`src/hw/rtl/rwst_pkg.sv`:
```
package rwst_pkg;

  localparam int WIN_MAX     = 32;
  localparam int IDX_W       = $clog2(WIN_MAX);
  localparam int CNT_W       = $clog2(WIN_MAX + 1);
  localparam int SAMPLE_W    = 8;
  localparam int WSIZE_W     = 6;
  localparam int THR_W       = 15;
  localparam int CFG_DATA_W  = 15;
  localparam int CFG_IDX_W   = 1;
  localparam int TREND_W     = 2;
  localparam int SLOPE_W     = 16;
  localparam int MIN_SAMPLES = 3;
  localparam int QUEUE_DEPTH = 2;

  localparam int SX_W     = 9;
  localparam int SX2_W    = 14;
  localparam int SY_W     = 14;
  localparam int SXY_W    = 18;
  localparam int NUM_W    = 24;
  localparam int PDEN_W   = 20;
  localparam int DEN_W    = 17;
  localparam int FRAC_W   = 8;
  localparam int DIVD_W   = NUM_W + FRAC_W;
  localparam int THRD_W   = THR_W + DEN_W;
  localparam int DIVCNT_W = $clog2(DIVD_W);

  localparam logic [CNT_W-1:0]   WIN_MAX_C  = CNT_W'(WIN_MAX);
  localparam logic [WSIZE_W-1:0] WSIZE_RST  = WSIZE_W'(10);
  localparam logic [THR_W-1:0]   THR_RST    = THR_W'(256);
  localparam logic [DIVD_W-1:0]  Q_POS_LIM  = DIVD_W'(2 ** (SLOPE_W - 1) - 1);
  localparam logic [DIVD_W-1:0]  Q_NEG_LIM  = DIVD_W'(2 ** (SLOPE_W - 1));
  localparam logic signed [SLOPE_W-1:0] SLOPE_MAX = {1'b0, {(SLOPE_W - 1){1'b1}}};
  localparam logic signed [SLOPE_W-1:0] SLOPE_MIN = {1'b1, {(SLOPE_W - 1){1'b0}}};

  typedef enum logic [TREND_W-1:0] {
    TREND_FLAT    = 2'd0,
    TREND_FALLING = 2'd1,
    TREND_RISING  = 2'd2
  } trend_e;

  typedef enum logic [CFG_IDX_W-1:0] {
    CFG_WINDOW_SIZE     = 1'b0,
    CFG_SLOPE_THRESHOLD = 1'b1
  } cfg_idx_e;

  typedef struct packed {
    logic [WSIZE_W-1:0] window_size;
    logic [THR_W-1:0]   slope_threshold;
  } cfg_t;

  typedef struct packed {
    logic                has_reading;
    logic [SAMPLE_W-1:0] sample;
  } item_t;

endpackage

```
`src/hw/rtl/rwst_in_if.sv`:
```
interface rwst_in_if;
  logic                                valid;
  logic                                ready;
  logic signed [rwst_pkg::SAMPLE_W-1:0] sample_dbm;

  modport source (output valid, output sample_dbm, input ready);
  modport sink (input valid, input sample_dbm, output ready);
endinterface

```
`src/hw/rtl/rwst_out_if.sv`:
```
interface rwst_out_if;
  logic                               valid;
  logic                               ready;
  logic [rwst_pkg::TREND_W-1:0]        trend_code;
  logic signed [rwst_pkg::SLOPE_W-1:0] slope_q8;

  modport source (output valid, output trend_code, output slope_q8, input ready);
  modport sink (input valid, input trend_code, input slope_q8, output ready);
endinterface

```
`src/hw/rtl/rwst_front.sv`:
```
module rwst_front (
  input  logic                           clk_i,
  input  logic                           rst_ni,
  input  logic                           cfg_we_i,
  input  logic [rwst_pkg::CFG_IDX_W-1:0]  cfg_idx_i,
  input  logic [rwst_pkg::CFG_DATA_W-1:0] cfg_data_i,
  rwst_in_if.sink                        sample_in_i,
  input  logic                           q_full_i,
  output logic                           push_o,
  output rwst_pkg::item_t                item_o,
  output rwst_pkg::cfg_t                 cfg_o
);

  logic [rwst_pkg::WSIZE_W-1:0] window_size_q;
  logic [rwst_pkg::THR_W-1:0]   slope_threshold_q;

  always_ff @(posedge clk_i or negedge rst_ni) begin
    if (!rst_ni) begin
      window_size_q     <= rwst_pkg::WSIZE_RST;
      slope_threshold_q <= rwst_pkg::THR_RST;
    end else if (cfg_we_i) begin
      unique case (cfg_idx_i)
        rwst_pkg::CFG_WINDOW_SIZE: begin
          window_size_q <= cfg_data_i[rwst_pkg::WSIZE_W-1:0];
        end
        rwst_pkg::CFG_SLOPE_THRESHOLD: begin
          slope_threshold_q <= cfg_data_i[rwst_pkg::THR_W-1:0];
        end
        default: begin
        end
      endcase
    end
  end

  assign sample_in_i.ready  = !q_full_i;
  assign push_o             = sample_in_i.valid && !q_full_i;
  assign item_o.has_reading = (sample_in_i.sample_dbm != '0);
  assign item_o.sample      = sample_in_i.sample_dbm;

  assign cfg_o.window_size     = window_size_q;
  assign cfg_o.slope_threshold = slope_threshold_q;

endmodule

```
`src/hw/rtl/rwst_queue.sv`:
```
module rwst_queue (
  input  logic            clk_i,
  input  logic            rst_ni,
  input  logic            push_i,
  input  rwst_pkg::item_t item_i,
  output logic            full_o,
  input  logic            pop_i,
  output rwst_pkg::item_t item_o,
  output logic            empty_o
);

  localparam int PTR_W = (rwst_pkg::QUEUE_DEPTH > 1) ? $clog2(rwst_pkg::QUEUE_DEPTH) : 1;
  localparam int QCNT_W = $clog2(rwst_pkg::QUEUE_DEPTH + 1);
  localparam logic [PTR_W-1:0]  PTR_LAST = PTR_W'(rwst_pkg::QUEUE_DEPTH - 1);
  localparam logic [QCNT_W-1:0] CNT_FULL = QCNT_W'(rwst_pkg::QUEUE_DEPTH);

  rwst_pkg::item_t    entry_q [rwst_pkg::QUEUE_DEPTH];
  logic [PTR_W-1:0]   wr_ptr_q, wr_ptr_d;
  logic [PTR_W-1:0]   rd_ptr_q, rd_ptr_d;
  logic [QCNT_W-1:0]  cnt_q, cnt_d;
  logic               do_push, do_pop;

  assign full_o  = (cnt_q == CNT_FULL);
  assign empty_o = (cnt_q == '0);
  assign do_push = push_i && !full_o;
  assign do_pop  = pop_i && !empty_o;
  assign item_o  = entry_q[rd_ptr_q];

  always_comb begin
    wr_ptr_d = wr_ptr_q;
    rd_ptr_d = rd_ptr_q;
    cnt_d    = cnt_q;
    if (do_push) begin
      wr_ptr_d = (wr_ptr_q == PTR_LAST) ? '0 : wr_ptr_q + PTR_W'(1);
    end
    if (do_pop) begin
      rd_ptr_d = (rd_ptr_q == PTR_LAST) ? '0 : rd_ptr_q + PTR_W'(1);
    end
    if (do_push && !do_pop) begin
      cnt_d = cnt_q + QCNT_W'(1);
    end else if (do_pop && !do_push) begin
      cnt_d = cnt_q - QCNT_W'(1);
    end
  end

  always_ff @(posedge clk_i or negedge rst_ni) begin
    if (!rst_ni) begin
      wr_ptr_q <= '0;
      rd_ptr_q <= '0;
      cnt_q    <= '0;
    end else begin
      wr_ptr_q <= wr_ptr_d;
      rd_ptr_q <= rd_ptr_d;
      cnt_q    <= cnt_d;
    end
  end

  always_ff @(posedge clk_i) begin
    if (do_push) begin
      entry_q[wr_ptr_q] <= item_i;
    end
  end

endmodule

```
`src/hw/rtl/rwst_back.sv`:
```
module rwst_back (
  input  logic            clk_i,
  input  logic            rst_ni,
  input  rwst_pkg::cfg_t  cfg_i,
  input  logic            empty_i,
  input  rwst_pkg::item_t item_i,
  output logic            pop_o,
  rwst_out_if.source      result_out_o
);

  typedef enum logic [3:0] {
    B_IDLE,
    B_STORE,
    B_START,
    B_WALK,
    B_MUL,
    B_SUB,
    B_THR,
    B_DIV,
    B_OUT
  } state_e;

  state_e                               state_q, state_d;
  rwst_pkg::item_t                      item_q, item_d;
  logic [rwst_pkg::CNT_W-1:0]           count_q, count_d;
  logic [rwst_pkg::IDX_W-1:0]           oldest_q, oldest_d;
  logic [rwst_pkg::CNT_W-1:0]           rd_i_q, rd_i_d;
  logic                                 pend_q, pend_d;
  logic [rwst_pkg::IDX_W-1:0]           pend_x_q, pend_x_d;
  logic [rwst_pkg::SX_W-1:0]            sx_q, sx_d;
  logic [rwst_pkg::SX2_W-1:0]           sx2_q, sx2_d;
  logic signed [rwst_pkg::SY_W-1:0]     sy_q, sy_d;
  logic signed [rwst_pkg::SXY_W-1:0]    sxy_q, sxy_d;
  logic signed [rwst_pkg::NUM_W-1:0]    pa_q, pa_d;
  logic signed [rwst_pkg::NUM_W-1:0]    pb_q, pb_d;
  logic [rwst_pkg::PDEN_W-1:0]          pc_q, pc_d;
  logic [rwst_pkg::PDEN_W-1:0]          pd_q, pd_d;
  logic                                 neg_q, neg_d;
  logic [rwst_pkg::NUM_W-1:0]           mag_q, mag_d;
  logic [rwst_pkg::DEN_W-1:0]           den_q, den_d;
  logic [rwst_pkg::THRD_W-1:0]          thrd_q, thrd_d;
  logic [rwst_pkg::DEN_W-1:0]           rem_q, rem_d;
  logic [rwst_pkg::DIVD_W-1:0]          divq_q, divq_d;
  logic [rwst_pkg::DIVCNT_W-1:0]        div_cnt_q, div_cnt_d;
  logic                                 short_q, short_d;
  logic                                 out_valid_q, out_valid_d;
  rwst_pkg::trend_e                     trend_q, trend_d;
  logic signed [rwst_pkg::SLOPE_W-1:0]  slope_q, slope_d;

  logic [rwst_pkg::SAMPLE_W-1:0]        ring [rwst_pkg::WIN_MAX];
  logic [rwst_pkg::SAMPLE_W-1:0]        rdata_q;
  logic                                 wr_en;
  logic [rwst_pkg::IDX_W-1:0]           wr_addr;
  logic [rwst_pkg::IDX_W-1:0]           rd_addr;

  logic [rwst_pkg::CNT_W-1:0]           lim, c1, drop;
  logic [rwst_pkg::IDX_W-1:0]           o1;
  logic signed [rwst_pkg::SAMPLE_W-1:0] y;
  logic signed [rwst_pkg::SXY_W-1:0]    xs, ys;
  logic [rwst_pkg::SX2_W-1:0]           xe;
  logic signed [rwst_pkg::NUM_W-1:0]    n_s, sxy_s, sx_s, sy_s, num;
  logic [rwst_pkg::PDEN_W-1:0]          n_u, sx2_u, sx_u, den_full;
  logic [rwst_pkg::DEN_W:0]             rem_sh;
  logic                                 rem_ge;
  logic [rwst_pkg::DIVD_W-1:0]          mag_sh;
  logic                                 out_free;

  assign pop_o    = (state_q == B_IDLE) && !empty_i;
  assign out_free = !out_valid_q || result_out_o.ready;

  always_comb begin
    lim = (cfg_i.window_size > rwst_pkg::WIN_MAX_C) ? rwst_pkg::WIN_MAX_C : cfg_i.window_size;
    if (count_q < rwst_pkg::WIN_MAX_C) begin
      wr_addr = oldest_q + count_q[rwst_pkg::IDX_W-1:0];
      c1      = count_q + rwst_pkg::CNT_W'(1);
      o1      = oldest_q;
    end else begin
      wr_addr = oldest_q;
      c1      = count_q;
      o1      = oldest_q + rwst_pkg::IDX_W'(1);
    end
    drop     = c1 - lim;
    rd_addr  = oldest_q + rd_i_q[rwst_pkg::IDX_W-1:0];
    y        = signed'(rdata_q);
    xs       = rwst_pkg::SXY_W'(signed'({1'b0, pend_x_q}));
    ys       = rwst_pkg::SXY_W'(y);
    xe       = rwst_pkg::SX2_W'(pend_x_q);
    n_s      = rwst_pkg::NUM_W'(signed'({1'b0, count_q}));
    sxy_s    = rwst_pkg::NUM_W'(sxy_q);
    sx_s     = rwst_pkg::NUM_W'(signed'({1'b0, sx_q}));
    sy_s     = rwst_pkg::NUM_W'(sy_q);
    n_u      = rwst_pkg::PDEN_W'(count_q);
    sx2_u    = rwst_pkg::PDEN_W'(sx2_q);
    sx_u     = rwst_pkg::PDEN_W'(sx_q);
    num      = pa_q - pb_q;
    den_full = pc_q - pd_q;
    rem_sh   = {rem_q, divq_q[rwst_pkg::DIVD_W-1]};
    rem_ge   = (rem_sh >= {1'b0, den_q});
    mag_sh   = {mag_q, {rwst_pkg::FRAC_W{1'b0}}};

    state_d     = state_q;
    item_d      = item_q;
    count_d     = count_q;
    oldest_d    = oldest_q;
    rd_i_d      = rd_i_q;
    pend_d      = pend_q;
    pend_x_d    = pend_x_q;
    sx_d        = sx_q;
    sx2_d       = sx2_q;
    sy_d        = sy_q;
    sxy_d       = sxy_q;
    pa_d        = pa_q;
    pb_d        = pb_q;
    pc_d        = pc_q;
    pd_d        = pd_q;
    neg_d       = neg_q;
    mag_d       = mag_q;
    den_d       = den_q;
    thrd_d      = thrd_q;
    rem_d       = rem_q;
    divq_d      = divq_q;
    div_cnt_d   = div_cnt_q;
    short_d     = short_q;
    out_valid_d = out_valid_q && !result_out_o.ready;
    trend_d     = trend_q;
    slope_d     = slope_q;
    wr_en       = 1'b0;

    unique case (state_q)
      B_IDLE: begin
        if (!empty_i) begin
          item_d  = item_i;
          state_d = B_STORE;
        end
      end
      B_STORE: begin
        if (item_q.has_reading) begin
          wr_en = 1'b1;
          if (c1 > lim) begin
            count_d  = lim;
            oldest_d = o1 + drop[rwst_pkg::IDX_W-1:0];
          end else begin
            count_d  = c1;
            oldest_d = o1;
          end
        end
        state_d = B_START;
      end
      B_START: begin
        if (count_q < rwst_pkg::CNT_W'(rwst_pkg::MIN_SAMPLES)) begin
          short_d = 1'b1;
          state_d = B_OUT;
        end else begin
          short_d = 1'b0;
          rd_i_d  = '0;
          pend_d  = 1'b0;
          sx_d    = '0;
          sx2_d   = '0;
          sy_d    = '0;
          sxy_d   = '0;
          state_d = B_WALK;
        end
      end
      B_WALK: begin
        if (pend_q) begin
          sx_d  = sx_q + rwst_pkg::SX_W'(pend_x_q);
          sx2_d = sx2_q + xe * xe;
          sy_d  = sy_q + rwst_pkg::SY_W'(y);
          sxy_d = sxy_q + xs * ys;
        end
        if (rd_i_q < count_q) begin
          pend_d   = 1'b1;
          pend_x_d = rd_i_q[rwst_pkg::IDX_W-1:0];
          rd_i_d   = rd_i_q + rwst_pkg::CNT_W'(1);
        end else begin
          pend_d = 1'b0;
          if (!pend_q) begin
            state_d = B_MUL;
          end
        end
      end
      B_MUL: begin
        pa_d    = n_s * sxy_s;
        pb_d    = sx_s * sy_s;
        pc_d    = n_u * sx2_u;
        pd_d    = sx_u * sx_u;
        state_d = B_SUB;
      end
      B_SUB: begin
        neg_d   = num[rwst_pkg::NUM_W-1];
        mag_d   = num[rwst_pkg::NUM_W-1] ? unsigned'(-num) : unsigned'(num);
        den_d   = den_full[rwst_pkg::DEN_W-1:0];
        state_d = B_THR;
      end
      B_THR: begin
        thrd_d    = rwst_pkg::THRD_W'(cfg_i.slope_threshold) * rwst_pkg::THRD_W'(den_q);
        rem_d     = '0;
        divq_d    = mag_sh;
        div_cnt_d = '0;
        state_d   = B_DIV;
      end
      B_DIV: begin
        rem_d     = rem_ge ? rwst_pkg::DEN_W'(rem_sh - {1'b0, den_q})
                           : rem_sh[rwst_pkg::DEN_W-1:0];
        divq_d    = {divq_q[rwst_pkg::DIVD_W-2:0], rem_ge};
        div_cnt_d = div_cnt_q + rwst_pkg::DIVCNT_W'(1);
        if (div_cnt_q == rwst_pkg::DIVCNT_W'(rwst_pkg::DIVD_W - 1)) begin
          state_d = B_OUT;
        end
      end
      B_OUT: begin
        if (out_free) begin
          out_valid_d = 1'b1;
          if (short_q) begin
            trend_d = rwst_pkg::TREND_FLAT;
            slope_d = '0;
          end else begin
            if (mag_sh > rwst_pkg::DIVD_W'(thrd_q)) begin
              trend_d = neg_q ? rwst_pkg::TREND_FALLING : rwst_pkg::TREND_RISING;
            end else begin
              trend_d = rwst_pkg::TREND_FLAT;
            end
            if (neg_q) begin
              slope_d = (divq_q > rwst_pkg::Q_NEG_LIM) ? rwst_pkg::SLOPE_MIN
                      : signed'(rwst_pkg::SLOPE_W'(-divq_q[rwst_pkg::SLOPE_W-1:0]));
            end else begin
              slope_d = (divq_q > rwst_pkg::Q_POS_LIM) ? rwst_pkg::SLOPE_MAX
                      : signed'(divq_q[rwst_pkg::SLOPE_W-1:0]);
            end
          end
          state_d = B_IDLE;
        end
      end
      default: begin
        state_d = B_IDLE;
      end
    endcase
  end

  always_ff @(posedge clk_i or negedge rst_ni) begin
    if (!rst_ni) begin
      state_q     <= B_IDLE;
      item_q      <= '0;
      count_q     <= '0;
      oldest_q    <= '0;
      rd_i_q      <= '0;
      pend_q      <= 1'b0;
      pend_x_q    <= '0;
      sx_q        <= '0;
      sx2_q       <= '0;
      sy_q        <= '0;
      sxy_q       <= '0;
      pa_q        <= '0;
      pb_q        <= '0;
      pc_q        <= '0;
      pd_q        <= '0;
      neg_q       <= 1'b0;
      mag_q       <= '0;
      den_q       <= '0;
      thrd_q      <= '0;
      rem_q       <= '0;
      divq_q      <= '0;
      div_cnt_q   <= '0;
      short_q     <= 1'b0;
      out_valid_q <= 1'b0;
      trend_q     <= rwst_pkg::TREND_FLAT;
      slope_q     <= '0;
    end else begin
      state_q     <= state_d;
      item_q      <= item_d;
      count_q     <= count_d;
      oldest_q    <= oldest_d;
      rd_i_q      <= rd_i_d;
      pend_q      <= pend_d;
      pend_x_q    <= pend_x_d;
      sx_q        <= sx_d;
      sx2_q       <= sx2_d;
      sy_q        <= sy_d;
      sxy_q       <= sxy_d;
      pa_q        <= pa_d;
      pb_q        <= pb_d;
      pc_q        <= pc_d;
      pd_q        <= pd_d;
      neg_q       <= neg_d;
      mag_q       <= mag_d;
      den_q       <= den_d;
      thrd_q      <= thrd_d;
      rem_q       <= rem_d;
      divq_q      <= divq_d;
      div_cnt_q   <= div_cnt_d;
      short_q     <= short_d;
      out_valid_q <= out_valid_d;
      trend_q     <= trend_d;
      slope_q     <= slope_d;
    end
  end

  always_ff @(posedge clk_i) begin
    if (wr_en) begin
      ring[wr_addr] <= item_q.sample;
    end
    rdata_q <= ring[rd_addr];
  end

  assign result_out_o.valid      = out_valid_q;
  assign result_out_o.trend_code = trend_q;
  assign result_out_o.slope_q8   = slope_q;

`ifndef ASSERT_OFF
  a_count_bound: assert property (@(posedge clk_i) disable iff (!rst_ni)
    count_q <= rwst_pkg::WIN_MAX_C)
    else $error("Window count exceeds the ring depth.");

  a_walk_bound: assert property (@(posedge clk_i) disable iff (!rst_ni)
    (state_q == B_WALK) |-> (rd_i_q <= count_q))
    else $error("Window walk ran past the sample count.");

  a_div_den: assert property (@(posedge clk_i) disable iff (!rst_ni)
    (state_q == B_DIV) |-> (den_q != '0))
    else $error("Division started with a zero denominator.");

  a_div_rem: assert property (@(posedge clk_i) disable iff (!rst_ni)
    (state_q == B_DIV) |-> (rem_q < den_q))
    else $error("Partial remainder is not below the denominator.");
`endif

endmodule

```
`src/hw/rtl/rssi_window_slope_trend_unit.sv`:
```
// With three or more stored samples, the result beat for an accepted beat comes after a
// serial walk of the sample ring and then a 32-step restoring divide.
// With fewer than three samples the walk and divide are skipped.
// The back end works on one beat at a time through the serial walk and the divider;
// a two-entry queue takes further input beats while the back end is busy.
// Reset clears the window count, ring pointer, queue and handshakes and loads default config.
module rssi_window_slope_trend_unit (
  input  logic                           clk_i,
  input  logic                           rst_ni,
  input  logic                           cfg_we_i,
  input  logic [rwst_pkg::CFG_IDX_W-1:0]  cfg_idx_i,
  input  logic [rwst_pkg::CFG_DATA_W-1:0] cfg_data_i,
  rwst_in_if.sink                        sample_in_i,
  rwst_out_if.source                     result_out_o
);

  rwst_pkg::cfg_t  cfg;
  rwst_pkg::item_t push_item;
  rwst_pkg::item_t pop_item;
  logic            push;
  logic            pop;
  logic            q_full;
  logic            q_empty;

  rwst_front u_front (
    .clk_i       (clk_i),
    .rst_ni      (rst_ni),
    .cfg_we_i    (cfg_we_i),
    .cfg_idx_i   (cfg_idx_i),
    .cfg_data_i  (cfg_data_i),
    .sample_in_i (sample_in_i),
    .q_full_i    (q_full),
    .push_o      (push),
    .item_o      (push_item),
    .cfg_o       (cfg)
  );

  rwst_queue u_queue (
    .clk_i   (clk_i),
    .rst_ni  (rst_ni),
    .push_i  (push),
    .item_i  (push_item),
    .full_o  (q_full),
    .pop_i   (pop),
    .item_o  (pop_item),
    .empty_o (q_empty)
  );

  rwst_back u_back (
    .clk_i        (clk_i),
    .rst_ni       (rst_ni),
    .cfg_i        (cfg),
    .empty_i      (q_empty),
    .item_i       (pop_item),
    .pop_o        (pop),
    .result_out_o (result_out_o)
  );

endmodule
```
`src/flat_wrapper.sv`:
```
// flat-port wrapper written by rule: the top's interface ports become plain ports
module rssi_window_slope_trend_unit_flat 
  (clk_i, rst_ni, cfg_we_i, cfg_idx_i, cfg_data_i, sample_in_i_valid, sample_in_i_sample_dbm, sample_in_i_ready, result_out_o_valid, result_out_o_trend_code, result_out_o_slope_q8, result_out_o_ready);
  rwst_in_if sample_in_i_i ();
  rwst_out_if result_out_o_i ();
  input  logic clk_i;
  input  logic rst_ni;
  input  logic cfg_we_i;
  input  logic [rwst_pkg::CFG_IDX_W-1:0] cfg_idx_i;
  input  logic [rwst_pkg::CFG_DATA_W-1:0] cfg_data_i;
  input wire logic [$bits(sample_in_i_i.valid)-1:0] sample_in_i_valid;
  input wire logic [$bits(sample_in_i_i.sample_dbm)-1:0] sample_in_i_sample_dbm;
  output wire logic [$bits(sample_in_i_i.ready)-1:0] sample_in_i_ready;
  output wire logic [$bits(result_out_o_i.valid)-1:0] result_out_o_valid;
  output wire logic [$bits(result_out_o_i.trend_code)-1:0] result_out_o_trend_code;
  output wire logic [$bits(result_out_o_i.slope_q8)-1:0] result_out_o_slope_q8;
  input wire logic [$bits(result_out_o_i.ready)-1:0] result_out_o_ready;
  assign sample_in_i_i.valid = sample_in_i_valid;
  assign sample_in_i_i.sample_dbm = sample_in_i_sample_dbm;
  assign sample_in_i_ready = sample_in_i_i.ready;
  assign result_out_o_valid = result_out_o_i.valid;
  assign result_out_o_trend_code = result_out_o_i.trend_code;
  assign result_out_o_slope_q8 = result_out_o_i.slope_q8;
  assign result_out_o_i.ready = result_out_o_ready;
  rssi_window_slope_trend_unit u_core (.clk_i(clk_i), .rst_ni(rst_ni), .cfg_we_i(cfg_we_i), .cfg_idx_i(cfg_idx_i), .cfg_data_i(cfg_data_i), .sample_in_i(sample_in_i_i), .result_out_o(result_out_o_i));
endmodule
```
`config.mk`:
```
export PLATFORM = sky130hd
export DESIGN_NAME = rssi_window_slope_trend_unit_flat
export DESIGN_NICKNAME = d
export VERILOG_FILES = /design/src/hw/rtl/rwst_pkg.sv /design/src/hw/rtl/rwst_in_if.sv /design/src/hw/rtl/rwst_out_if.sv /design/src/hw/rtl/rwst_front.sv /design/src/hw/rtl/rwst_queue.sv /design/src/hw/rtl/rwst_back.sv /design/src/hw/rtl/rssi_window_slope_trend_unit.sv /design/src/flat_wrapper.sv
export SDC_FILE = /design/constraint.sdc
export NUM_CORES = 2
export LEC_CHECK = 0
export BUFFER_PORTS_ARGS = -buffer_cell sky130_fd_sc_hd__buf_4
export CORE_AREA = 3 3 353 285
export CTS_CLUSTER_SIZE = 24
export DETAILED_ROUTE_END_ITERATION = 10
export DIE_AREA = 0 0 356 288
export HOLD_SLACK_MARGIN = 0.02
export PLACE_DENSITY = 0.76
export SYNTH_ARGS = -nofsm -noshare
export SYNTH_HDL_FRONTEND = slang
export SYNTH_SLANG_ARGS = --single-unit
export TNS_END_PERCENT = 5
```
`constraint.sdc`:
```
create_clock -name clk_i -period 11.3 [get_ports clk_i]
set_input_delay 1.13 -clock clk_i [delete_from_list [all_inputs] [get_ports clk_i]]
set_output_delay 1.13 -clock clk_i [all_outputs]
set_load 0.05 [all_outputs]
```
### Yosys cells after proc, flatten, opt, wreduce, memory -nomap -nowiden

Memory sizes are Yosys's and may differ from the RTL's. A register that Yosys moved wholly into a read port is not among the register bits.
Index checks and enable logic that the tools add are counted.

| storage, ports and cells | value |
|---|---|
| bits in registers | 337 |
| latch bits | 0 |
| bits in writable memories | 274 |
| memory bits (read-only) | 0 |
| memories | 2 |

| operators by class | value |
|---|---|
| add/subtract/negate cells | 21 |
| multipliers | 7 |
| div/mod/pow operators | 0 |
| magnitude comparators | 9 |
| equal/unequal tests | 18 |
| shift-type cells | 0 |
| multiplexer cells | 55 |
| bitwise operators | 2 |
| reductions and logical operators | 31 |

Memories:

| name | depth | bits a word | rd ports | clocked after Yosys merged registers in | write ports | RTL line | text |
|---|---|---|---|---|---|---|---|
| u_core.u_back.ring | 32 | 8 | 1 | 1 | 1 | rwst_back.sv:50 | `logic [rwst_pkg::SAMPLE_W-1:0] ring [rwst_pkg::WIN_MAX];` |
| u_core.u_queue.entry_q | 2 | 9 | 1 | 1 | 1 | rwst_queue.sv:17 | `rwst_pkg::item_t entry_q [rwst_pkg::QUEUE_DEPTH];` |

Operator list:

| operator | count |
|---|---|
| 16-bit 2-to-1 mux | 4 |
| 32-bit case mux with 2 select lines | 1 |
| 14-bit case mux with 2 select lines | 2 |
| 14-bit 2-to-1 mux | 3 |
| 18-bit 2-to-1 mux | 2 |
| 18-bit case mux with 2 select lines | 1 |
| 4-bit case mux with 9 select lines | 1 |
| 17-bit case mux with 2 select lines | 1 |
| 17-bit subtractor | 2 |
| 32-bit by 15-bit greater-than comparator with 1-bit output (second input constant) | 1 |
| 32-bit by 16-bit greater-than comparator with 1-bit output (second input constant) | 1 |
| 32-bit greater-than comparator | 1 |
| 15-bit by 17-bit multiplier with 32-bit output | 1 |
| 6-bit 2-to-1 mux | 5 |
| 10-bit by 14-bit multiplier with 24-bit output | 1 |
| 7-bit by 18-bit multiplier with 24-bit output | 1 |
| 24-bit 2-to-1 mux | 1 |
| 4-bit 2-to-1 mux | 6 |
| 24-bit negation | 1 |
| 24-bit subtractor | 1 |
| 18-bit by 14-bit adder with 18-bit output | 1 |
| 18-bit by 17-bit greater-or-equal comparator with 1-bit output | 1 |
| 9-bit 2-to-1 mux | 2 |
| 9-bit case mux with 2 select lines | 1 |
| other kinds (45) | 101 |

### Longest topological paths before layout

| depth | value |
|---|---|
| depth in word-level cells | 8 |
| mapped depth | 25 |
| gate-level depth less buffers | 24 |

### Hierarchy

From an unflattened synthesis, not the netlist that was laid out.

| second synthesis, totals | value |
|---|---|
| cell total of the unflattened synthesis | 5250 |
| area, all modules | 54016.8 µm² |

Modules (own cells, without submodules):

| module | instances | cells an instance | area an instance (µm²) | sequential area each (µm²) |
|---|---|---|---|---|
| rwst_back | 1 | 5144 | 52210.1 | 15855.2 |
| rwst_front | 1 | 59 | 960.9 | 529.3 |
| rwst_queue | 1 | 47 | 845.8 | 640.6 |

### Worst setup path after synthesis

Ideal clock, no wire load.

| timing path | value |
|---|---|
| path type | reg-to-reg |
| from | register u_core.u_back.den_q[8] (netlist name) |
| to | register u_core.u_back.thrd_q[31] (netlist name) |
| library setup time | 0.135 ns |
| arrival | 6.062 ns |
| slack | 5.103 ns |
| cell stages (with the launch flop) | 26 |
| path buffers | 1 |
| path through | dfrtp_1 clkbuf_1 and2_1 fa_1 inv_1 fa_1 inv_1 fa_1 inv_1 fa_1 inv_1 fa_1 inv_1 fa_1 inv_1 ha_1 and3_1 or3b_2 nor3_1 o21ai_0 a31oi_1 a41oi_1 a21oi_1 a21oi_1 xnor2_1 o21ai_0 |

| on the way | value |
|---|---|
| cells in the longest elaborated chain, start to end | 1 |

RTL lines:

| element | RTL line | text |
|---|---|---|
| start, declared | rwst_back.sv:40 | `logic [rwst_pkg::DEN_W-1:0] den_q, den_d;` |
| start signal, assigned | rwst_back.sv:286 | `den_q <= den_d;` |
| 15-bit by 17-bit multiplier with 32-bit output | rwst_back.sv:196 | `thrd_d = rwst_pkg::THRD_W'(cfg_i.slope_threshold) * rwst_pkg::THRD_W'(den_q);` |
| end signal, assigned | rwst_back.sv:287 | `thrd_q <= thrd_d;` |
| end, declared | rwst_back.sv:41 | `logic [rwst_pkg::THRD_W-1:0] thrd_q, thrd_d;` |

No other way between the ends.
A chain may end at the register's enable or synchronous reset.

### Worst setup path after layout

| timing path | value |
|---|---|
| from | register u_core.u_back.den_q[9] (netlist name) |
| to | register u_core.u_back.thrd_q[31] (netlist name) |

Same word-level chain as after synthesis.

==> summary.txt <==
Outcome
  – Run status: finished clean

STA
  – Final hold viol count: 0
  – Final hold slack: 0.443 ns
  – RSZ-0062 raised after global routing: false
  – Max Fclk: 0.143 GHz
  – Tcrit/Tclk final: 0.619
  – Clk_skew: 0.0315 ns
  – Setup TNS: 0 ns
  – Worst slew pin tran: 1.27 ns
  – Finish-stage setup viols: 0
  – Tmin final: 7.00 ns
  – Final worst slack: 4.30 ns
  – Slew headroom: 0.154
  – Max Slew Vio Count: 0

Global routing
  – Largest net degree at the start of global routing: 148
  – Remaining global-route overflow: 0
  – Total track usage: 0.247
  – Initial antenna violation count: 1
  – Vias in the first global route: 38300
  – First-pass GRT wire length: 203000 um

Detailed routing
  – Iter 0 DRT Violations: 2954
  – Pre-antenna DRT Iters: 6
  – Vias/cell: 5.69
  – Detail Route Antenna Nets: 0
  – Final routed DRC violation total: 0
  – Routed WL per cell: 18.9 um
  – Vias post-DR: 36900
  – Final wirelength: 123000 um

Die
  – Die X: 356 um
  – Die height: 288 um
  – Die footprint: 103000 sq um
  – Starting density of the core: 0.550
  – Site Rows: 102
  – Core region area: 97000 sq um
  – # IOs: 49

Clocking
  – Post_cts resized: 0
  – Clock root cell: clkbuf_16
  – Hold buffers post-CTS: 0
  – CTS tree: yes
  – Clk pin slew, worst setup/hold paths: 0.06 ns
  – Clock Latency Late Sink: 0.64 ns
  – H-tree depth: 3
  – Clock tree sinks: 627
  – # Post-CTS Setup Buffers: 0
  – TritonCTS Buffers: 68
  – CTS max path bufs: 3

Synthesis
  – Top post-synthesis cells by area: fa_1 19%, dfrtp_1 16%, edfxtp_1 15%
  – FFs w/ async S/R, synth: 0.550
  – Synthesized area per cell: 10.3 sq um
  – Cell taking the most area after synthesis: fa_1
  – Synth Cell Area: 53400 sq um
  – Netlist cell types: 79
  – Count leader, synth: inv_1
  – Top-area cell type share of the netlist area: 0.194
  – EDFF count, synth: 274
  – #FFs+latches synth: 627
  – Syn_nets: 6175
  – Most frequent cells after synthesis: 707 x inv_1, 598 x nand2_1, 516 x fa_1
  – Post-synth top flop: dfrtp_1
  – Synthesized instance count: 5197
  – Ys Warns: 0
  – Sequential-to-total area share from yosys stat: 0.319

Final layout
  – FILL cells: 7983
  – Layout cell share with drive strength beyond 1: 0.0690
  – Area Overhead vs Synth: 7.09%
  – Fin nets: 6120
  – Cell Count, Final, Fillers Out: 6490
  – Final Util: 0.589
  – Ant diodes: 0
  – Final design area excluding fillers: 57100 sq um

Worst hold path
  – Hold Crit Class: input pin to asynchronous set/reset pin

Setup path
  – Critical path class: register to register
  – Critical path launch point type: register
  – R2R Setup Slk: 4.30 ns
  – Critical path endpoint category: register
  – Critical Path AT: 7.46 ns
  – Crit Path Max Fanout: 17
  – Worst Path Required: 11.76 ns
  – R2R depth: 24

Placement
  – Placed cells: 6372
  – Pre-CTS WS: 4.35 ns
  – Post-DP HPWL: 91200 um
  – GP Congestion: 0.906
  – Placed instance area: 54900 sq um
  – I/O Buffers: 48

Power
  – Total Power: 9.95 mW
  – Leak: 26.7 nW
  – Max IR drop VDD: 0.371 mV
  – PD cells: 174 nW/um^2

Flow run
  – Max_cap viols: 0
==> critical path: stages, from the launching register on <==
cell and delay [ns]:
dfrtp_1 0.63, and2_1 0.28, fa_1 0.50, inv_1 0.06, fa_1 0.53, inv_1 0.06, fa_1 0.51, inv_1 0.06
fa_1 0.53, inv_1 0.05, fa_1 0.47, inv_1 0.05, fa_1 0.47, inv_1 0.04, ha_1 0.33, and3_1 0.19
or3b_2 0.47, nor3_1 0.23, o21ai_0 0.18, a31oi_1 0.40, a41oi_1 0.28, a21oi_1 0.20, a21oi_1 0.10, xnor2_1 0.14
o21ai_0 0.08
==> flip-flops by register name, indices dropped and copies added, names as in the netlist, 6 cells and up <==
signal                               flops
u_core.u_back.pa_q                      24
u_core.u_back.rdata_q                    8
u_core.u_back.result_out_o.slope_q8     16
u_core.u_back.sxy_q                     18
u_core.u_back.thrd_q                    32
u_core.u_back.sy_q                      14
u_core.u_back.mag_q                     24
u_core.u_front.window_size_q             6
u_core.u_back.divq_q                    32
u_core.u_back.rd_i_q                     6
u_core.u_back.den_q                     17
u_core.u_queue.entry_q                  18
u_core.u_back.rem_q                     17
u_core.u_back.count_q                    6
u_core.u_back.ring                     256
u_core.u_back.sx_q                       9
u_core.u_back.pd_q                      16
u_core.u_back.pb_q                      24
u_core.u_back.sx2_q                     14
u_core.u_back.pc_q                      17
u_core.u_front.slope_threshold_q        15
u_core.u_back.item_q                     9
==> per-layer routing <==
metal	global-route usage	part of all wire
met1	0.346	0.44
met2	0.403	0.47
met3	0.0397	0.062
met4	0.0643	0.025
met5	0	0
==> report_power, final <==
group / switching [mW] / internal [mW]
registers: 0.573 / 2.82
clock network: 0.977 / 1.28
logic: 2.44 / 1.85
total: 3.99 / 5.96
==> area by class of cell <==
class,instances,area (sq um),share of cell area
multi-input cells,3652,32900,0.576
flip-flops and latches,627,17000,0.298
inverters,709,2660,0.0466
clock buffers,83,1820,0.0318
well taps,1300,1630,0.0285
repair buffers,84,651,0.0114
clock inverters,35,425,0.00745
==> path summary, 6_finish.rpt <==
| check | start | end |
|---|---|---|
| worst min-delay path | rst_ni | u_core.u_front.slope_threshold_q[13]$_DFFE_PN0P_ |
| min in group clk_i | u_core.u_back.thrd_q[3]$_DFFE_PN0P_ | u_core.u_back.thrd_q[3]$_DFFE_PN0P_ |
| worst max-delay path | u_core.u_back.den_q[9]$_DFFE_PN0P_ | u_core.u_back.thrd_q[31]$_DFFE_PN0P_ |
| worst min register to register | u_core.u_back.thrd_q[3]$_DFFE_PN0P_ | u_core.u_back.thrd_q[3]$_DFFE_PN0P_ |
| worst max register to register | u_core.u_back.den_q[9]$_DFFE_PN0P_ | u_core.u_back.thrd_q[31]$_DFFE_PN0P_ |
| max in group asynchronous | rst_ni | u_core.u_back.sy_q[4]$_DFFE_PN0P_ |
==> cells in the final DEF (no fill, tap or decap), types with 30 or more instances in the layout <==
| cell | count |
|---|---|
| a21o_1 | 77 |
| a21oi_1 | 163 |
| and2_1 | 380 |
| buf_4 | 82 |
| clkbuf_16 | 69 |
| dfrtp_1 | 342 |
| edfxtp_1 | 274 |
| fa_1 | 515 |
| ha_1 | 432 |
| inv_1 | 707 |
| mux2_2 | 51 |
| mux2i_1 | 30 |
| mux4_2 | 80 |
| nand2_1 | 596 |
| nand3_1 | 71 |
| nor2_1 | 212 |
| nor2b_1 | 36 |
| nor3_1 | 56 |
| o21ai_0 | 280 |
| xnor2_1 | 142 |
| xor2_1 | 100 |
==> logic make-up (layout without fill, tap and decap cells) <==
family	count (synthesis)	count (layout)	share of synthesized area
multiplexers	161	161	0.0502
buffers and inverters	918	911	0.0647
AND/OR/NAND/NOR	1512	1512	0.138
XOR/XNOR	243	243	0.0399
adder cells (fa/ha/maj)	949	949	0.295
flip-flops	627	627	0.319
AO/OA/AOI/OAI	787	787	0.0928
Power figures use the tool's default switching activity.
